### config.mk
export PLATFORM = sky130hd
export DESIGN_NAME = v3alu_sqrt
export DESIGN_NICKNAME = d
export VERILOG_FILES = /design/src/design/v3alu_pkg.sv /design/src/design/v3alu_sqrt.sv
export SDC_FILE = /design/constraint.sdc
export NUM_CORES = 2
export LEC_CHECK = 0
export BUFFER_PORTS_ARGS = -buffer_cell sky130_fd_sc_hd__buf_4
export CAP_MARGIN = 20
export CORE_ASPECT_RATIO = 1.4
export CORE_MARGIN = 4
export CORE_UTILIZATION = 30
export CTS_BUF_LIST = sky130_fd_sc_hd__clkbuf_8
export DETAILED_ROUTE_END_ITERATION = 6
export GPL_TIMING_DRIVEN = 0
export HOLD_SLACK_MARGIN = 0.05
export PLACE_DENSITY = 0.52
export SLEW_MARGIN = 20
export SYNTH_ARGS = -nofsm -noshare
export SYNTH_HDL_FRONTEND = slang
export SYNTH_SLANG_ARGS = --single-unit
### constraint.sdc
create_clock -name i_clk -period 4.8 [get_ports i_clk]
set_input_delay 0 -clock i_clk [delete_from_list [all_inputs] [get_ports i_clk]]
set_output_delay 0 -clock i_clk [all_outputs]
set_load 0.05 [all_outputs]
### src/design/v3alu_pkg.sv
// Shared constants, types and saturation helpers for the three-component vector unit.
package v3alu_pkg;

    localparam int FRAC_BITS  = 16;
    localparam int SQRT_STEPS = 32;
    localparam int DVD_W      = 32 + FRAC_BITS;
    localparam int DIV_STEPS  = DVD_W;
    localparam int LATENCY    = 3 + SQRT_STEPS + DIV_STEPS;

    typedef enum logic [2:0] {
        MODE_SCALE,
        MODE_NEG,
        MODE_SUB,
        MODE_ADD,
        MODE_DOT,
        MODE_CROSS,
        MODE_DIV,
        MODE_NORM
    } t_mode;

    typedef enum logic [1:0] {
        ERR_NONE,
        ERR_DIV_ZERO,
        ERR_ZERO_VEC
    } t_err;

    // Item context carried alongside the square root pipeline.
    typedef struct packed {
        t_mode             mode;
        t_err              err;
        logic [2:0][31:0]  a;
        logic [32:0]       abs_s;
        logic              neg_s;
        logic [2:0][31:0]  early;
    } t_tag;

    // Item context carried alongside the dividers.
    typedef struct packed {
        logic              div_op;
        t_err              err;
        logic [2:0]        neg;
        logic [2:0][31:0]  early;
    } t_otag;

    localparam logic signed [65:0] SAT_MAX = 66'sd2147483647;
    localparam logic signed [65:0] SAT_MIN = -66'sd2147483648;

    // Floor by 2^FRAC_BITS, then clamp to the signed 32-bit range.
    function automatic logic [31:0] sat_floor(input logic signed [65:0] v);
        logic signed [65:0] sh;
        sh = v >>> FRAC_BITS;
        if (sh > SAT_MAX) begin
            return 32'h7FFF_FFFF;
        end else if (sh < SAT_MIN) begin
            return 32'h8000_0000;
        end
        return sh[31:0];
    endfunction

    function automatic logic [31:0] sat_add(input logic [32:0] v);
        if (v[32] != v[31]) begin
            return v[32] ? 32'h8000_0000 : 32'h7FFF_FFFF;
        end
        return v[31:0];
    endfunction

    // Apply the sign to a quotient magnitude and clamp.
    function automatic logic [31:0] sat_quot(input logic [DVD_W-1:0] q, input logic neg);
        if (!neg) begin
            if (q > DVD_W'(64'h7FFF_FFFF)) begin
                return 32'h7FFF_FFFF;
            end
            return q[31:0];
        end
        if (q > DVD_W'(64'h8000_0000)) begin
            return 32'h8000_0000;
        end
        return 32'd0 - q[31:0];
    endfunction

endpackage

### src/design/v3alu_sqrt.sv
// Pipelined integer square root, one result bit per stage.
module v3alu_sqrt (
    input  logic        i_clk,
    input  logic [63:0] i_sq,
    output logic [31:0] o_root
);
    import v3alu_pkg::*;

    logic [63:0] r_rem  [SQRT_STEPS];
    logic [63:0] r_root [SQRT_STEPS];

    for (genvar k = 0; k < SQRT_STEPS; k++) begin : g_step
        localparam logic [63:0] BIT = 64'd1 << (62 - 2 * k);
        logic [63:0] src_rem;
        logic [63:0] src_root;
        logic [63:0] trial;
        logic [63:0] n_rem;
        logic [63:0] n_root;

        if (k == 0) begin : g_first
            assign src_rem  = i_sq;
            assign src_root = '0;
        end else begin : g_next
            assign src_rem  = r_rem[k-1];
            assign src_root = r_root[k-1];
        end

        always_comb begin
            trial = src_root + BIT;
            if (src_rem >= trial) begin
                n_rem  = src_rem - trial;
                n_root = (src_root >> 1) + BIT;
            end else begin
                n_rem  = src_rem;
                n_root = src_root >> 1;
            end
        end

        always_ff @(posedge i_clk) begin
            r_rem[k]  <= n_rem;
            r_root[k] <= n_root;
        end
    end

    // The final root is below 2^32 for any sum of three squared 32-bit values.
    assign o_root = r_root[SQRT_STEPS-1][31:0];

endmodule

==> reports/qor.csv <==
stage;metric;value;unit
min_path;hold_path_class;in -> reg;
die;core;316000;sq um
routing;detail-route-antenna-nets;0;
clock_network;clock_insertion_delay_worst_skew;1.00;ns
sta;finalSetupViolCount;0;
routing;routed-via-count;71000;
yosys;synth_largest_area_cell;dfxtp_1;
clock_network;clk_pin_slew;0.06;ns
clock_network;root_buffer;clkbuf_8;
setup_path;crit_path_start_kind;flip-flop;
routing;route.detailed.vias_per_inst;4.80;
sta;timing.slew.headroom;0.230;
setup_path;path_type_of_the_worst_setup_path;reg -> reg;
yosys;yosysWarnings;0;
placement;placement.setup.worst_slack;-0.876;ns
die;dieArea;328000;sq um
placement;portBuffers;96;
grt;wire_length_of_the_first_global_routing_pass;431000;um
sta;final_period_minus_worst_setup_slack;4.71;ns
layout;post_route_cells_drive_above_1_share;0.0889;
sta;grt_setup_unrepaired;false;
die;dieHeight;676;um
power_and_ir_drop;areal_power_density_over_the_cells;591;nW/um^2
yosys;fraction_of_the_yosys_area_taken_by_sequential_cells;0.526;
routing;detail_route.iter0.violations;3344;
clock_network;sink_count_of_the_clock_tree;2512;
yosys;synthDistinctLibCells;90;
die;die_x;485;um
yosys;synth_top_flop_cell;dfxtp_1;
die;placement_rows;244;
grt;grt_remaining_overflow;0;
clock_network;ctsLongestPathBuffers;4;
routing;first_pass_iteration_count_of_the_detailed_router;5;
job;max-cap-violations;0;
layout;final_net_count;10900;
sta;post-route-worst-setup-slack;0.0881;ns
routing;finalWirelength;287000;um
layout;area.growth.synth_to_final;16.8;%
power_and_ir_drop;p_leak;50.2;nW
placement;hpwl;232000;um
setup_path;required;5.56;ns
clock_network;cts_max_level;5;
yosys;yosys-top-cells-area;dfxtp_1 (53%), ha_1 (7.3%), xnor2_1 (4.6%), xor2_1 (3.4%), a21oi_1 (3.2%);
run_status;run_status;completed;
power_and_ir_drop;power.ir.vdd_worst;299;uV
die;floorplan.initialDensity;0.302;
yosys;syn-mean-instance-area;9.90;sq um
routing;routedWlPerCell;19.4;um
sta;least_margin_pin_slew;1.14;ns
routing;drc;0;
yosys;synth-seq-cells;2512;
clock_network;cts_tree;built;
yosys;synthArstFlopShare;0;
setup_path;worst_setup_path_end_kind;flip-flop;
grt;vias_in_the_first_global_route;74400;
clock_network;clock_buffers_created_by_tritoncts;401;
yosys;netlist_area;95500;sq um
yosys;mappedNetlistNets;10300;
setup_path;worstPathMaxFanout;8;
sta;timing_max_transition_violations_final;0;
grt;pin_count_of_the_biggest_net_entering_global_routing;20;
grt;grt_antenna_before_repair;13;
grt;grtUsageTotal;0.170;
sta;final.setup_skew;0.0858;ns
setup_path;critPathArrivalTime;5.47;ns
yosys;count_of_flip_flops_with_a_built_in_enable_after_synthesis;0;
die;boundaryPins;97;
sta;max_freq;0.212;GHz
sta;post-route-period-util;0.982;
layout;finish.instance_area;112000;sq um
yosys;synthCells;9652;
placement;place.gp.congestion;0.963;
sta;final-hold-violation-count;0;
placement;placed_cell_area;102000;sq um
yosys;synth_top_area_share;0.526;
## sequential cells by signal (all words and copies together) (netlist names)
signal,flops
r_rem,1984
r_root,528
## cell usage in the layout, fill, tap and decap left out, types with 20 or more instances in the layout
master | netlist | routed
dfxtp_1 | 2512 | 2512
inv_1 | 715 | 807
nand2_1 | 632 | 632
nor2_1 | 632 | 630
a21oi_1 | 603 | 602
ha_1 | 558 | 558
clkbuf_8 | 0 | 511
xnor2_1 | 505 | 504
o21ai_0 | 462 | 460
xor2_1 | 371 | 368
nor4_1 | 358 | 346
nor3_1 | 255 | 253
a21o_1 | 217 | 217
nand3_1 | 175 | 175
nand4_1 | 167 | 167
clkbuf_1 | 152 | 147
dlygate4sd3_1 | 0 | 131
or3_1 | 114 | 114
buf_4 | 4 | 107
o21a_1 | 106 | 106
nand2b_1 | 94 | 94
mux2_2 | 72 | 72
or4_1 | 67 | 67
nor2b_1 | 66 | 66
clkinv_2 | 0 | 64
o21bai_1 | 53 | 53
a31oi_1 | 49 | 49
nor4b_1 | 47 | 47
and3_1 | 46 | 46
a211oi_1 | 47 | 46
nand3b_1 | 43 | 43
o31ai_1 | 45 | 43
nand4b_1 | 40 | 40
or2_2 | 38 | 38
o211ai_1 | 37 | 37
and2_1 | 29 | 29
buf_2 | 25 | 29
a211o_1 | 22 | 22
a21boi_0 | 20 | 20
nor3b_1 | 21 | 20
## kinds of logic (layout without fill, tap and decap cells)
family | Yosys count | after routing | share of synthesized area
muxes | 86 | 86 | 0.00995
AOI/OAI and AO/OA | 1833 | 1833 | 0.118
other | 0 | 15 | 0
xor gates and xnor gates | 876 | 876 | 0.0803
and+or+nand+nor | 2872 | 2872 | 0.155
adders and majority gates | 558 | 558 | 0.0731
buffers and inverters | 915 | 1862 | 0.0366
DFF | 2512 | 2512 | 0.526
## worst max-delay path, stage by stage (launching register included)
cell and delay [ns]:
dfxtp_1 0.55, inv_1 0.08, ha_1 0.27, clkbuf_1 0.30, nand4_1 0.22, nor3_1 0.31, nand3_1 0.20, or4_1 0.58
a21oi_2 0.26, o211ai_1 0.28, or3_1 0.49, nor4_1 0.25, xor2_1 0.69
## layout make-up
type | count | area (sq um)
fillers | 32000 | 205000
flip-flops and latches | 2512 | 50300
diodes | 15 | 37.5
clock inverters | 201 | 1480
well taps | 4182 | 5230
inverters | 720 | 2700
multi-input cells | 6225 | 41900
plain buffers | 194 | 801
repair buffers | 236 | 2090
clock buffers | 511 | 7030
## repair_timing
action | in CTS | in global routing
pin swaps | 0 | 3
endpoints found under the hold margin | 65 | 0
hold buffers | 131 | 0
gates resized for setup | 14 | 10
endpoints found under the setup margin | 66 | 32
setup buffers | 0 | 2
## path summary, 6_finish.rpt
check	cells after the start	slack [ns]	startpoint	end
hold / removal	3	0.18	i_sq[39]	r_rem[0][39]
setup / recovery	12	0.09	r_root[21][39]	r_rem[1][447]
setup reg to reg	12	0.09	r_root[21][39]	r_rem[1][447]
hold reg to reg	0	0.30	r_rem[0][724]	r_rem[0][788]
## per-stage QoR
step                instances  total power (W)  hold slack [ns]  TNS [ns]   util
detailed placement      13900           0.0473            0.116    -19.94  0.321
global route            14800           0.0697            0.116         0  0.353
finish                  14800           0.0659            0.184         0  0.353
global placement        13900           0.0471            0.114   -119.62  0.321
floorplan                9652           0.0410           0.0277         0      -
CTS                     14800           0.0665           0.0571         0  0.352
## power by group
| group | internal [W] | switching, W | total (W) |
|---|---|---|---|
| registers | 0.0256 | 0.00418 | 0.0298 |
| clock network | 0.0106 | 0.00835 | 0.0189 |
| logic | 0.00720 | 0.00995 | 0.0172 |
| total | 0.0434 | 0.0225 | 0.0659 |
## Yosys cell counts (all sizes together) (45+ instances only)
| master | n |
|---|---|
| dfxtp | 2512 |
| inv | 720 |
| nand2 | 632 |
| nor2 | 632 |
| a21oi | 603 |
| ha | 558 |
| xnor2 | 505 |
| o21ai | 464 |
| xor2 | 371 |
| nor4 | 360 |
| nor3 | 256 |
| a21o | 217 |
| nand3 | 175 |
| nand4 | 167 |
| clkbuf | 152 |
| or3 | 115 |
| o21a | 106 |
| nand2b | 94 |
| mux2 | 72 |
| or4 | 69 |
| nor2b | 66 |
| o21bai | 53 |
| a31oi | 49 |
| a211oi | 48 |
| nor4b | 47 |
| and3 | 46 |
| o31ai | 45 |
## routing by layer
metal  GRT usage  vias to the layer above  routed length (um)
li1            -                    35000                   -
met3      0.0248                      824                8970
met2       0.348                     1702              161000
met5           0                        -                   0
met1       0.146                    33500               94100
met4       0.124                        0               22700
(Power assumes the default switching activity.)
